## src/hdl/krg_pkg.sv

```systemverilog
// Shared types and constants for the key repeat generator.
// Used by krg_ctrl, krg_datapath and key_repeat_generator_unit; no dependencies.
package krg_pkg;

  localparam int DEF_HELD_SLOTS = 8;
  localparam int DEF_KEY_BITS   = 8;

  localparam int KEY_PORT_W  = 8;
  localparam int DELAY_W     = 16;
  localparam int CFG_IDX_W   = 3;
  localparam int CFG_DATA_W  = 16;
  localparam int MAX_RESULTS = 8;
  localparam int SCNT_W      = $clog2(MAX_RESULTS + 1);
  localparam int OIDX_W      = $clog2(MAX_RESULTS);

  localparam logic [DELAY_W-1:0] BASE_DELAY_RST = 16'd250;

  typedef enum logic [1:0] {
    ACT_TICK    = 2'd0,
    ACT_PRESS   = 2'd1,
    ACT_RELEASE = 2'd2,
    ACT_IDLE    = 2'd3
  } action_t;

  typedef enum logic [CFG_IDX_W-1:0] {
    REG_BASE_DELAY   = 3'd0,
    REG_FIRST_DELAY  = 3'd1,
    REG_ACCEL_STEP   = 3'd2,
    REG_ACCEL_BEGIN  = 3'd3,
    REG_ACCEL_SPAN   = 3'd4,
    REG_EMIT_PRESS   = 3'd5,
    REG_EMIT_RELEASE = 3'd6
  } cfg_reg_t;

  // controller -> datapath
  typedef struct packed {
    logic capture;
    logic eval;
    logic mul;
    logic write;
    logic find;
    logic act;
    logic emit;
    logic idx_inc;
  } krg_cmd_t;

  // datapath -> controller
  typedef struct packed {
    logic fire;
    logic idx_last;
    logic emit_last;
    logic sort_empty;
  } krg_sts_t;

endpackage

```

## src/hdl/krg_ctrl.sv

```systemverilog
// Sequencer for the key repeat generator: slot sweep, reload steps, result emission.
// Depends on krg_pkg.
module krg_ctrl import krg_pkg::*; (
  input  logic       clk,
  input  logic       rst,
  input  logic       start,
  input  logic [1:0] action,
  input  krg_sts_t   sts,
  output krg_cmd_t   cmd,
  output logic       busy
);

  typedef enum logic [6:0] {
    S_IDLE  = 7'b0000001,
    S_EVAL  = 7'b0000010,
    S_MUL   = 7'b0000100,
    S_WRITE = 7'b0001000,
    S_EMIT  = 7'b0010000,
    S_FIND  = 7'b0100000,
    S_ACT   = 7'b1000000
  } state_t;

  state_t state;
  state_t state_next;

  always_ff @(posedge clk) begin
    if (rst) begin
      state <= S_IDLE;
    end else begin
      state <= state_next;
    end
  end

  always_comb begin
    state_next = state;
    cmd        = '0;
    unique case (state)
      S_IDLE: begin
        if (start) begin
          cmd.capture = 1'b1;
          case (action) inside
            ACT_TICK:              state_next = S_EVAL;
            ACT_PRESS, ACT_RELEASE: state_next = S_FIND;
            default:               state_next = S_IDLE;
          endcase
        end
      end
      S_EVAL: begin
        cmd.eval = 1'b1;
        if (sts.fire) begin
          state_next = S_MUL;
        end else begin
          cmd.idx_inc = 1'b1;
          state_next  = sts.idx_last ? S_EMIT : S_EVAL;
        end
      end
      S_MUL: begin
        cmd.mul    = 1'b1;
        state_next = S_WRITE;
      end
      S_WRITE: begin
        cmd.write   = 1'b1;
        cmd.idx_inc = 1'b1;
        state_next  = sts.idx_last ? S_EMIT : S_EVAL;
      end
      S_EMIT: begin
        cmd.emit = 1'b1;
        if (sts.sort_empty || sts.emit_last) state_next = S_IDLE;
      end
      S_FIND: begin
        cmd.find    = 1'b1;
        cmd.idx_inc = 1'b1;
        if (sts.idx_last) state_next = S_ACT;
      end
      S_ACT: begin
        cmd.act    = 1'b1;
        state_next = S_IDLE;
      end
      default: state_next = S_IDLE;
    endcase
  end

  assign busy = (state != S_IDLE);

endmodule

```

## src/hdl/krg_datapath.sv

```systemverilog
// Datapath of the key repeat generator: config registers, held-key slot table,
// reload multiplier, sorted result buffer and output registers. Depends on krg_pkg.
module krg_datapath import krg_pkg::*; #(
  parameter int HELD_SLOTS = DEF_HELD_SLOTS,
  parameter int KEY_BITS   = DEF_KEY_BITS
) (
  input  logic                  clk,
  input  logic                  rst,
  input  krg_cmd_t              cmd,
  output krg_sts_t              sts,
  input  logic [1:0]            action,
  input  logic [KEY_PORT_W-1:0] key_code,
  input  logic                  cfg_we,
  input  logic [CFG_IDX_W-1:0]  cfg_index,
  input  logic [CFG_DATA_W-1:0] cfg_data,
  output logic                  strobe,
  output logic [KEY_PORT_W-1:0] repeat_key,
  output logic                  last
);

  localparam int KB    = (KEY_BITS < KEY_PORT_W) ? KEY_BITS : KEY_PORT_W;
  localparam int IDX_W = (HELD_SLOTS > 1) ? $clog2(HELD_SLOTS) : 1;

  // configuration
  logic [DELAY_W-1:0] base_delay;
  logic [DELAY_W-1:0] first_delay;
  logic [DELAY_W-1:0] accel_step;
  logic [DELAY_W-1:0] accel_begin;
  logic [DELAY_W-1:0] accel_span;
  logic               emit_on_press;
  logic               emit_on_release;

  always_ff @(posedge clk) begin
    if (rst) begin
      base_delay      <= BASE_DELAY_RST;
      first_delay     <= '0;
      accel_step      <= '0;
      accel_begin     <= '0;
      accel_span      <= '0;
      emit_on_press   <= 1'b0;
      emit_on_release <= 1'b0;
    end else if (cfg_we) begin
      unique case (cfg_index)
        REG_BASE_DELAY:   base_delay      <= cfg_data;
        REG_FIRST_DELAY:  first_delay     <= cfg_data;
        REG_ACCEL_STEP:   accel_step      <= cfg_data;
        REG_ACCEL_BEGIN:  accel_begin     <= cfg_data;
        REG_ACCEL_SPAN:   accel_span      <= cfg_data;
        REG_EMIT_PRESS:   emit_on_press   <= cfg_data[0];
        REG_EMIT_RELEASE: emit_on_release <= cfg_data[0];
        default: ;
      endcase
    end
  end

  // captured input word
  logic [1:0]    act_q;
  logic [KB-1:0] key_q;

  always_ff @(posedge clk) begin
    if (cmd.capture) begin
      act_q <= action;
      key_q <= key_code[KB-1:0];
    end
  end

  // slot sweep index
  logic [IDX_W-1:0] idx;
  logic             idx_last;

  assign idx_last = (idx == IDX_W'(HELD_SLOTS - 1));

  always_ff @(posedge clk) begin
    if (rst || cmd.capture) begin
      idx <= '0;
    end else if (cmd.idx_inc) begin
      idx <= idx_last ? '0 : idx + 1'b1;
    end
  end

  // held-key table
  logic               slot_used [HELD_SLOTS];
  logic [KB-1:0]      slot_key  [HELD_SLOTS];
  logic [DELAY_W-1:0] slot_rem  [HELD_SLOTS];
  logic [DELAY_W-1:0] slot_reps [HELD_SLOTS];

  logic               cur_used;
  logic [KB-1:0]      cur_key;
  logic [DELAY_W-1:0] cur_rem;
  logic [DELAY_W-1:0] cur_reps;
  logic               fire;

  assign cur_used = slot_used[idx];
  assign cur_key  = slot_key[idx];
  assign cur_rem  = slot_rem[idx];
  assign cur_reps = slot_reps[idx];
  assign fire     = cur_used && (cur_rem == '0);

  // press / release lookup results
  logic             match_found;
  logic [IDX_W-1:0] match_idx;
  logic             free_found;
  logic [IDX_W-1:0] free_idx;
  logic             press_ok;
  logic             release_ok;

  always_ff @(posedge clk) begin
    if (rst || cmd.capture) begin
      match_found <= 1'b0;
      free_found  <= 1'b0;
    end else if (cmd.find) begin
      if (cur_used && (cur_key == key_q)) begin
        match_found <= 1'b1;
        match_idx   <= idx;
      end
      if (!cur_used && !free_found) begin
        free_found <= 1'b1;
        free_idx   <= idx;
      end
    end
  end

  assign press_ok   = (act_q == ACT_PRESS) && !match_found && free_found;
  assign release_ok = (act_q == ACT_RELEASE) && match_found;

  // reload delay: stage 1 count and ramp position
  logic [DELAY_W-1:0] reps_new;
  logic [DELAY_W:0]   ramp_end;
  logic [DELAY_W-1:0] reps_new_q;
  logic [DELAY_W-1:0] k_q;
  logic               accel_q;

  assign reps_new = (cur_reps == '1) ? cur_reps : cur_reps + 1'b1;
  assign ramp_end = {1'b0, accel_begin} + {1'b0, accel_span};

  always_ff @(posedge clk) begin
    if (cmd.eval) begin
      reps_new_q <= reps_new;
      accel_q    <= (accel_step != '0) && (accel_begin < reps_new);
      k_q        <= ({1'b0, reps_new} < ramp_end) ? reps_new - accel_begin : accel_span;
    end
  end

  // stage 2 reduction product
  logic [2*DELAY_W-1:0] prod;

  always_ff @(posedge clk) begin
    if (cmd.mul) begin
      prod <= accel_step * k_q;
    end
  end

  // stage 3 saturated delay
  logic [DELAY_W-1:0] delay;
  logic [DELAY_W-1:0] new_rem;
  logic [DELAY_W-1:0] init_rem;

  always_comb begin
    if (!accel_q) begin
      delay = base_delay;
    end else if (prod >= {{DELAY_W{1'b0}}, base_delay}) begin
      delay = '0;
    end else begin
      delay = base_delay - prod[DELAY_W-1:0];
    end
    if (delay == '0) delay = DELAY_W'(1);
    new_rem = delay - 1'b1;
  end

  assign init_rem = (first_delay != '0) ? first_delay : base_delay;

  always_ff @(posedge clk) begin
    if (rst) begin
      for (int i = 0; i < HELD_SLOTS; i++) slot_used[i] <= 1'b0;
    end else if (cmd.act) begin
      if (press_ok)   slot_used[free_idx]  <= 1'b1;
      if (release_ok) slot_used[match_idx] <= 1'b0;
    end
  end

  always_ff @(posedge clk) begin
    if (cmd.eval && cur_used && (cur_rem != '0)) begin
      slot_rem[idx] <= cur_rem - 1'b1;
    end
    if (cmd.write) begin
      slot_rem[idx]  <= new_rem;
      slot_reps[idx] <= reps_new_q;
    end
    if (cmd.act && press_ok) begin
      slot_key[free_idx]  <= key_q;
      slot_rem[free_idx]  <= init_rem;
      slot_reps[free_idx] <= '0;
    end
  end

  // sorted buffer of the smallest fired keys
  logic [KB-1:0]     sbuf      [MAX_RESULTS];
  logic [KB-1:0]     sbuf_next [MAX_RESULTS];
  logic [MAX_RESULTS-1:0] lt;
  logic [SCNT_W-1:0] scnt;
  logic [OIDX_W-1:0] ocnt;
  logic              sort_empty;
  logic              emit_last;

  always_comb begin
    for (int j = 0; j < MAX_RESULTS; j++) begin
      lt[j] = (SCNT_W'(j) < scnt) && (sbuf[j] < cur_key);
    end
    sbuf_next[0] = lt[0] ? sbuf[0] : cur_key;
    for (int j = 1; j < MAX_RESULTS; j++) begin
      if (lt[j]) begin
        sbuf_next[j] = sbuf[j];
      end else if (lt[j-1]) begin
        sbuf_next[j] = cur_key;
      end else begin
        sbuf_next[j] = sbuf[j-1];
      end
    end
  end

  always_ff @(posedge clk) begin
    if (cmd.write) begin
      for (int j = 0; j < MAX_RESULTS; j++) sbuf[j] <= sbuf_next[j];
    end
  end

  always_ff @(posedge clk) begin
    if (rst || cmd.capture) begin
      scnt <= '0;
      ocnt <= '0;
    end else begin
      if (cmd.write && (scnt != SCNT_W'(MAX_RESULTS))) scnt <= scnt + 1'b1;
      if (cmd.emit && !sort_empty) ocnt <= ocnt + 1'b1;
    end
  end

  assign sort_empty = (scnt == '0);
  assign emit_last  = ((SCNT_W'(ocnt) + 1'b1) == scnt);

  // output word register
  always_ff @(posedge clk) begin
    if (rst) begin
      strobe <= 1'b0;
    end else begin
      strobe <= (cmd.emit && !sort_empty) ||
                (cmd.act && ((press_ok && emit_on_press) || (release_ok && emit_on_release)));
    end
  end

  always_ff @(posedge clk) begin
    if (cmd.emit) begin
      repeat_key <= KEY_PORT_W'(sbuf[ocnt]);
      last       <= emit_last;
    end else if (cmd.act) begin
      repeat_key <= KEY_PORT_W'(key_q);
      last       <= 1'b1;
    end
  end

  assign sts.fire       = fire;
  assign sts.idx_last   = idx_last;
  assign sts.emit_last  = emit_last;
  assign sts.sort_empty = sort_empty;

endmodule

```

## src/hdl/key_repeat_generator_unit.sv

```systemverilog
// Key repeat generator, top level: joins krg_ctrl and krg_datapath.
// Depends on krg_pkg, krg_ctrl, krg_datapath.
//
// A word is taken when start is high and busy is low; busy stays high until
// every repeat it causes has been issued. A tick sweeps the HELD_SLOTS entries
// one per cycle, but each entry that fires holds the sweep for the reload
// multiply and write-back; the results then leave one per cycle, ascending by
// key, on consecutive strobes, at most min(F,8) results for F firing keys. A
// press or release sweeps the table for the key and a free slot, then updates
// the table. The receiver cannot stall: each result is valid for the single
// cycle strobe is high, in the cycle after it is produced. Configuration
// writes are always ready and take effect at once; write them only while busy
// is low and no result is pending.
module key_repeat_generator_unit import krg_pkg::*; #(
  parameter int HELD_SLOTS = DEF_HELD_SLOTS,
  parameter int KEY_BITS   = DEF_KEY_BITS
) (
  input  logic                  clk,
  input  logic                  rst,
  input  logic                  start,
  output logic                  busy,
  input  logic [1:0]            action,
  input  logic [KEY_PORT_W-1:0] key_code,
  output logic                  strobe,
  output logic [KEY_PORT_W-1:0] repeat_key,
  output logic                  last,
  input  logic                  cfg_valid,
  output logic                  cfg_ready,
  input  logic [CFG_IDX_W-1:0]  cfg_index,
  input  logic [CFG_DATA_W-1:0] cfg_data
);

  krg_cmd_t cmd;
  krg_sts_t sts;

  assign cfg_ready = 1'b1;

  krg_ctrl u_ctrl (
    .clk    (clk),
    .rst    (rst),
    .start  (start),
    .action (action),
    .sts    (sts),
    .cmd    (cmd),
    .busy   (busy)
  );

  krg_datapath #(
    .HELD_SLOTS (HELD_SLOTS),
    .KEY_BITS   (KEY_BITS)
  ) u_datapath (
    .clk        (clk),
    .rst        (rst),
    .cmd        (cmd),
    .sts        (sts),
    .action     (action),
    .key_code   (key_code),
    .cfg_we     (cfg_valid && cfg_ready),
    .cfg_index  (cfg_index),
    .cfg_data   (cfg_data),
    .strobe     (strobe),
    .repeat_key (repeat_key),
    .last       (last)
  );

`ifndef SYNTH
  // results of one input leave as an unbroken burst
  a_burst: assert property (@(posedge clk) disable iff (rst)
    strobe && !last |=> strobe)
    else $error("result burst broken before last word");

  // the next input needs a full sweep before it can produce a word
  a_gap: assert property (@(posedge clk) disable iff (rst)
    strobe && last |=> !strobe)
    else $error("word issued right after a last word");

  // any valid action taken while idle raises busy in the following cycle
  a_busy: assert property (@(posedge clk) disable iff (rst)
    start && !busy && (action != ACT_IDLE) |=> busy)
    else $error("accepted word did not raise busy");
`endif

endmodule
```

## config.mk

```make
export PLATFORM = sky130hd
export DESIGN_NAME = key_repeat_generator_unit
export DESIGN_NICKNAME = d
export VERILOG_FILES = /design/src/hdl/krg_pkg.sv /design/src/hdl/krg_ctrl.sv /design/src/hdl/krg_datapath.sv /design/src/hdl/key_repeat_generator_unit.sv
export SDC_FILE = /design/constraint.sdc
export NUM_CORES = 2
export LEC_CHECK = 0
export ABC_AREA = 1
export ABC_CLOCK_PERIOD_IN_PS = 6030
export BUFFER_PORTS_ARGS = -buffer_cell sky130_fd_sc_hd__buf_2
export CORE_ASPECT_RATIO = 0.9
export CORE_MARGIN = 5
export CORE_UTILIZATION = 31
export DETAILED_ROUTE_END_ITERATION = 16
export PLACE_DENSITY = 0.51
export SLEW_MARGIN = 25
export SYNTH_ARGS = -nofsm -noshare
export SYNTH_HDL_FRONTEND = slang
export SYNTH_SLANG_ARGS = --single-unit
```

## constraint.sdc

```tcl
create_clock -name clk -period 6.03 [get_ports clk]
set_input_delay 1.5075 -clock clk [delete_from_list [all_inputs] [get_ports clk]]
set_output_delay 1.5075 -clock clk [all_outputs]
set_load 0.05 [all_outputs]
```

# ---- After elaboration in Yosys (flattened, before gate mapping)
# Memory sizes are Yosys's and may differ from the RTL's. A register that Yosys moved wholly into a read port is not among the register bits.
# Index checks and enable logic that the tools add are counted.
dict set report word_totals {
  ff_bits 192
  mem_count 5
  ramBits 392
}
dict set report classes {
  reduce_logical 58
  bitwise 2
  n_mul 1
  n_eq_ne 26
  muxes 83
  order_cmp 19
  n_addsub 10
}
# name words width rd rd_clocked_by_memory_dff wr line_no
set mem_list {}
lappend mem_list {u_datapath.slot_rem 8 16 1 1 1 krg_datapath.sv:84} ;# logic [DELAY_W-1:0] slot_rem [HELD_SLOTS];
lappend mem_list {u_datapath.slot_reps 8 16 1 1 1 krg_datapath.sv:85} ;# logic [DELAY_W-1:0] slot_reps [HELD_SLOTS];
lappend mem_list {u_datapath.sbuf 8 8 9 1 8 krg_datapath.sv:197} ;# logic [KB-1:0] sbuf [MAX_RESULTS];
lappend mem_list {u_datapath.slot_key 8 8 1 1 1 krg_datapath.sv:83} ;# logic [KB-1:0] slot_key [HELD_SLOTS];
lappend mem_list {u_datapath.slot_used 8 1 1 1 8 krg_datapath.sv:82} ;# logic slot_used [HELD_SLOTS];
# cell count
set op_table {}
lappend op_table {{16-bit two-way mux} 9}
lappend op_table {{8-bit two-way mux} 17}
lappend op_table {{8-bit < comparator} 8}
lappend op_table {{16-bit nonzero test} 3}
lappend op_table {{3-bit two-way mux} 15}
lappend op_table {{7-bit one-hot mux with 6 select lines} 1}
lappend op_table {{7-bit two-way mux} 5}
lappend op_table {{1-bit two-way mux} 33}
lappend op_table {{32-bit by 16-bit >= comparator with 1-bit output} 1}
lappend op_table {{16-bit zero test} 2}
lappend op_table {{16-bit by 16-bit multiplier with 32-bit output} 1}
lappend op_table {{16-bit OR reduction} 2}
lappend op_table {{16-bit by 1-bit subtractor with 16-bit output, second input constant} 2}
lappend op_table {{16-bit subtractor} 2}
lappend op_table {{1-bit logical AND} 23}
lappend op_table {{2-bit AND reduction} 9}
lappend op_table {{16-bit by 16-bit adder with 17-bit output} 1}
lappend op_table {{16-bit by 17-bit < comparator with 1-bit output} 1}
lappend op_table {{16-bit by 1-bit adder with 16-bit output, second input constant} 1}
lappend op_table {{16-bit == test, second input constant} 1}
lappend op_table {{16-bit < comparator} 1}
lappend op_table {{3-bit by 4-bit < comparator with 1-bit output, first input constant} 4}
lappend op_table {{3-bit == test, second input constant} 4}
lappend op_table {{3-bit AND reduction} 3}
lappend op_table {{35 further kinds} 50}

# ---- Longest topological paths before layout
dict set report depth {
  depth_word 10
  mapped_depth 33
  mapped_depth_nobuf 29
}

# ---- By module
# From an unflattened synthesis, not the netlist that was laid out.
dict set report unflattened {
  cells_unflattened 4860
  hier_area_um2 40133.5
}
# mod area_per_inst_um2 n_inst cells_per_inst
set by_module_without_submodules {}
lappend by_module_without_submodules {krg_datapath 39586.7 1 4781}
lappend by_module_without_submodules {krg_ctrl 535.5 1 77}
lappend by_module_without_submodules {key_repeat_generator_unit 11.3 1 2}

# ---- Worst setup path after synthesis
# OpenSTA, ideal clock, no wires.
dict set report synth_path {
  path_kind {reg-to-reg}
  startpoint {register u_datapath.accel_step[7]}
  endpoint {register u_datapath.prod[31] (data pin)}
  setup_time_ns 0.265
  stages_incl_launch_ff 27
  t_arrival_ns 5.491
  n_path_buf 2
  setup_slack_ns 0.274
  path_cell_list {dfxtp_1 clkbuf_1 clkbuf_1 nand2_1 fa_1 inv_1 fa_1 inv_1 fa_1 inv_1 fa_1 fa_1 inv_1 fa_1 inv_1 ha_1 nand2_1 nor2_1 inv_1 nor3_1 nand3_1 nand3_1 nand3_1 nand2_1 a31oi_1 o21ai_0 xor2_1}
}
dict set report synth_via {
  elab_chain_cells 1
}
# item line_no
set synth_rtl {}
lappend synth_rtl {{start: declaration} krg_datapath.sv:27} ;# logic [DELAY_W-1:0] accel_step;
lappend synth_rtl {{start signal: assignment} krg_datapath.sv:46} ;# REG_ACCEL_STEP: accel_step <= cfg_data;
lappend synth_rtl {{16-bit by 16-bit multiplier with 32-bit output} krg_datapath.sv:149} ;# prod <= accel_step * k_q;
lappend synth_rtl {{end signal: assignment} krg_datapath.sv:149}
lappend synth_rtl {{end: declaration} krg_datapath.sv:145} ;# logic [2*DELAY_W-1:0] prod;
# Every way passes these cells.
# A chain may end at the register's enable or synchronous reset.

# ---- Worst setup path in the final report
dict set report layout_path {
  startpoint {register u_datapath.k_q[11]}
  endpoint {register u_datapath.prod[29] (data pin)}
}
dict set report layout_via {
  elab_chain_cells 1
}
# item line_no
set layout_rtl {}
lappend layout_rtl {{start: declaration} krg_datapath.sv:130} ;# logic [DELAY_W-1:0] k_q;
lappend layout_rtl {{start signal: assignment} krg_datapath.sv:140} ;# k_q <= ({1'b0, reps_new} < ramp_end) ? reps_new - accel_begin : accel_span;
lappend layout_rtl {{16-bit by 16-bit multiplier with 32-bit output} krg_datapath.sv:149}
# Every way passes these cells.

==> flow_summary.ini <==
[critical_path]
reg2reg_slack_ns = 0.28
path_class = register to register
cp_data_arrival_time_ns = 6.14
crit_family = adder cells
required_ns = 6.42
slowest_stage = fa_1
crit_chain = buf_4, nand2_1, inv_1, fa_1, inv_1, fa_1, inv_1, fa_1, fa_1, inv_1, fa_1, inv_1, ha_1, ha_1, nand2_1, nor4_2, nand3_1, nand3_1, nand3_1, nand2_1, a31oi_1, buf_4, xor2_1
path_buf_inv = 7
crit_cells = 23
r2r.worst_path.cells = 23
r2r_start = u_datapath.k_q[11]
startpoint = u_datapath.k_q[11]
crit_fanout = 9
max_stage_delay_ns = 0.55
endpoint_kind = register
cp-start-kind = register
r2r-end = u_datapath.prod[29]
cp-endpoint = u_datapath.prod[29]

[logic_synthesis]
synth_compound_area_share_pct = 11.6
synth_xor_area_share_pct = 1.84
ys_warn_count = 0
synth_seq_cells = 590
synthSimpleGateAreaFrac_pct = 15.0
synthMuxAreaShare_pct = 0.431
synth_top_family_by_area = adder cells
synthArstFlopShare_pct = 0
syn_avg_cell_area_um2 = 9.06
syn_area_mm2 = 0.0380
synth_nets = 4678
synthCells = 4201
seq_area_frac_synth_pct = 43.7
yosysUniqueCellTypes = 60
synthAdderAreaFrac_pct = 18.5
synth_edf_count = 482
synth_ff_type = edfxtp_1

[placement]
postPlaceCellArea_mm2 = 0.0404
place_congestion = 0.868
hpwlAfterDp_um = 74700
port_buffers = 43

[timing]
finalCriticalPeriod_ns = 5.75
worstMarginPinSlew_ns = 1.01
tns_ns = 0
timing.hold.ws_ns = 0.481
maxSlewViolCount = 0
finalClockSkew_ns = 0.0287
setup_viol = 0
max_slew_margin_pct = 32.5
clock.fmax_mhz = 174
finalCritPeriodShare_pct = 95.3
final_hold_viol_count = 0

[die]
num_rows = 122
core_mm2 = 0.122
die_height_um = 342
io_pins = 45
start_util_pct = 31.1
die_area_mm2 = 0.130
dieWidth_um = 379

[cts]
cts_tree = done
clock_latency_ns = 0.65
cts_max_level = 3
hold_buffers = 0
cts-root-to-sink-buffers = 3
cts_made_buffers = 69
cts-root-buf = clkbuf_16
cts_num_sinks = 590
clk_pin_slew_ns = 0.07

[run_status]
status = finished clean

[global_routing]
grt_pass1_wl_um = 160000
antenna_found_initial = 4
grt_pass1_vias = 27300
grt_max_degree = 93
grt_remaining_overflow = 0
grt.total_usage_pct = 15.7

[pwr]
p_leak_nw = 18.9
vdd_drop_max_v = 0.000174
power_density_mw_per_mm2 = 229

[flow_run]
cap_violations = 0

[drt]
wl_per_cell_um = 17.4
ant_nets = 0
wl_um = 103000
vias_per_cell = 4.78
drt_iter0_markers = 1930
firstDrtPassIters = 5
drc = 0
vias = 28300

[cells_and_area]
drive_above_1_share_pct = 7.78
fin_nets = 4728
area_growth_pct = 12.3
stdcell_area_mm2 = 0.0427

[hold_path]
hold_class = register to register
[worst min-delay path, cell delays in order (launching register included)]
cell and delay [ns]:
dfxtp_1 0.31, inv_1 0.07, a21oi_1 0.06
[through the flow]
stage	utilization, %	std cells	power [mW]	setup WS (ns)
6_report	34.9	5918	9.77	0.280
5_1_grt	34.9	5916	10.2	-0.00423
4_1_cts	34.8	5912	9.88	0.141
3_5_place_dp	33.0	5788	5.61	0.170
3_3_place_gp	33.0	5788	5.60	0.164
2_1_floorplan	-	4201	5.29	0.274
[synthesized netlist by cell type, types with 3 or more instances]
library cell  instances  area share, %
dfxtp_1             108            5.7
a31oi_1              11           0.18
ha_1                247            8.1
o21ai_1              59           0.78
mux2i_1              15           0.39
buf_2                19           0.25
fa_1                197             10
nand3_1              77            1.0
nand2_2               3          0.049
o32ai_1               8           0.18
inv_2                 6          0.059
nor3_2                3          0.079
a21o_1                5          0.099
o21ai_0             382            5.0
nor2_2                4          0.066
a21oi_1             178            2.3
xor2_1               57            1.3
nor3_1               32           0.42
a2111oi_0             5           0.12
nand3b_1              7           0.14
buf_1                 7          0.069
o211ai_1             28           0.55
nor4_1               15           0.25
nand4_1              30           0.49
nor2_1              490            4.8
o221ai_1             13           0.30
buf_4                17           0.34
o21a_1                7           0.14
or2_2                 4          0.066
o21ai_2              10           0.23
clkbuf_1            126            1.2
buf_6                13           0.38
o22ai_1              56           0.92
a21boi_0              5          0.099
xnor2_1              21           0.48
o21bai_1             12           0.24
inv_1               663            6.5
edfxtp_1            482             38
nand2_1             753            7.4
[power breakdown]
part / switching (mW) / leakage (nW) / total (mW) / internal (mW)
combinational: 0.666 / 12.6 / 1.01 / 0.348
sequential: 0.0611 / 5.24 / 4.52 / 4.45
clock: 1.79 / 1.10 / 4.24 / 2.45
[placed cells by master, fill, tap and decap left out, drive strengths merged, types with 4 or more instances in the layout]
cell     count
a2111oi      5
a21boi       5
a21o         5
a21oi      178
a31oi       11
buf        161
bufinv       6
clkbuf      86
clkinv      28
dfxtp      108
edfxtp     482
fa         197
ha         247
inv        673
mux2i       16
nand2      757
nand3       77
nand3b       7
nand4       30
nor2       496
nor3        35
nor4        16
o211ai      28
o21a         7
o21ai      451
o21bai      12
o221ai      14
o22ai       56
o32ai        8
or2          4
xnor2       21
xor2        58
[registers in the layout, indices dropped and copies added, names as in the netlist, 32 cells and up, named ones only]
name and count:
u_datapath.slot_reps 128, u_datapath.prod 32, u_datapath.sbuf 64, u_datapath.slot_rem 128, u_datapath.slot_key 64
[kinds of logic after synthesis]
logic type               after synthesis
XOR/XNOR                              79
other                                  1
buffers and inverters                853
AO/OA/AOI/OAI                        793
adder cells (fa/ha/maj)              444
multiplexers                          16
AND/OR/NAND/NOR                     1425
flip-flops                           590
[routing by layer]
layer / up-vias / GRT usage, % / share of wire [%]
met1: 13700 / 23.6 / 49
met5: - / 0 / 0
met3: 100 / 2.39 / 5.5
li1: 13900 / - / -
met4: 0 / 3.33 / 1.6
met2: 633 / 24.0 / 43
[area by class of cell]
| cell class | instances | area, um2 |
|---|---|---|
| clock buffer | 86 | 1840 |
| tap | 1612 | 2020 |
| antenna | 2 | 5.00 |
| inverter | 671 | 2520 |
| fill | 12600 | 79700 |
| clock inverter | 38 | 429 |
| timing repair buffer | 161 | 1140 |
| multi-input combinational | 2758 | 18100 |
| sequential | 590 | 16600 |
[how the worst min path moves through the flow]
stage	end	startpoint	depth (start not counted)	slack [ns]
3_3_place_gp	u_datapath.match_found	u_datapath.match_found	2	0.47
2_1_floorplan	u_datapath.first_delay[7]	u_datapath.first_delay[7]	2	0.44
3_5_place_dp	u_datapath.first_delay[8]	u_datapath.first_delay[8]	2	0.47
5_1_grt	u_datapath.accel_begin[9]	u_datapath.accel_begin[9]	2	0.50
4_1_cts	u_datapath.first_delay[8]	u_datapath.first_delay[8]	2	0.48
6_report	u_datapath.accel_begin[9]	u_datapath.accel_begin[9]	2	0.48
[repair_timing]
action | CTS | global route
setup endpoints to repair | 0 | 9
setup buffers | 0 | 4
gates resized for setup | 0 | 14
No activity file was read; power rests on OpenSTA's default activity.
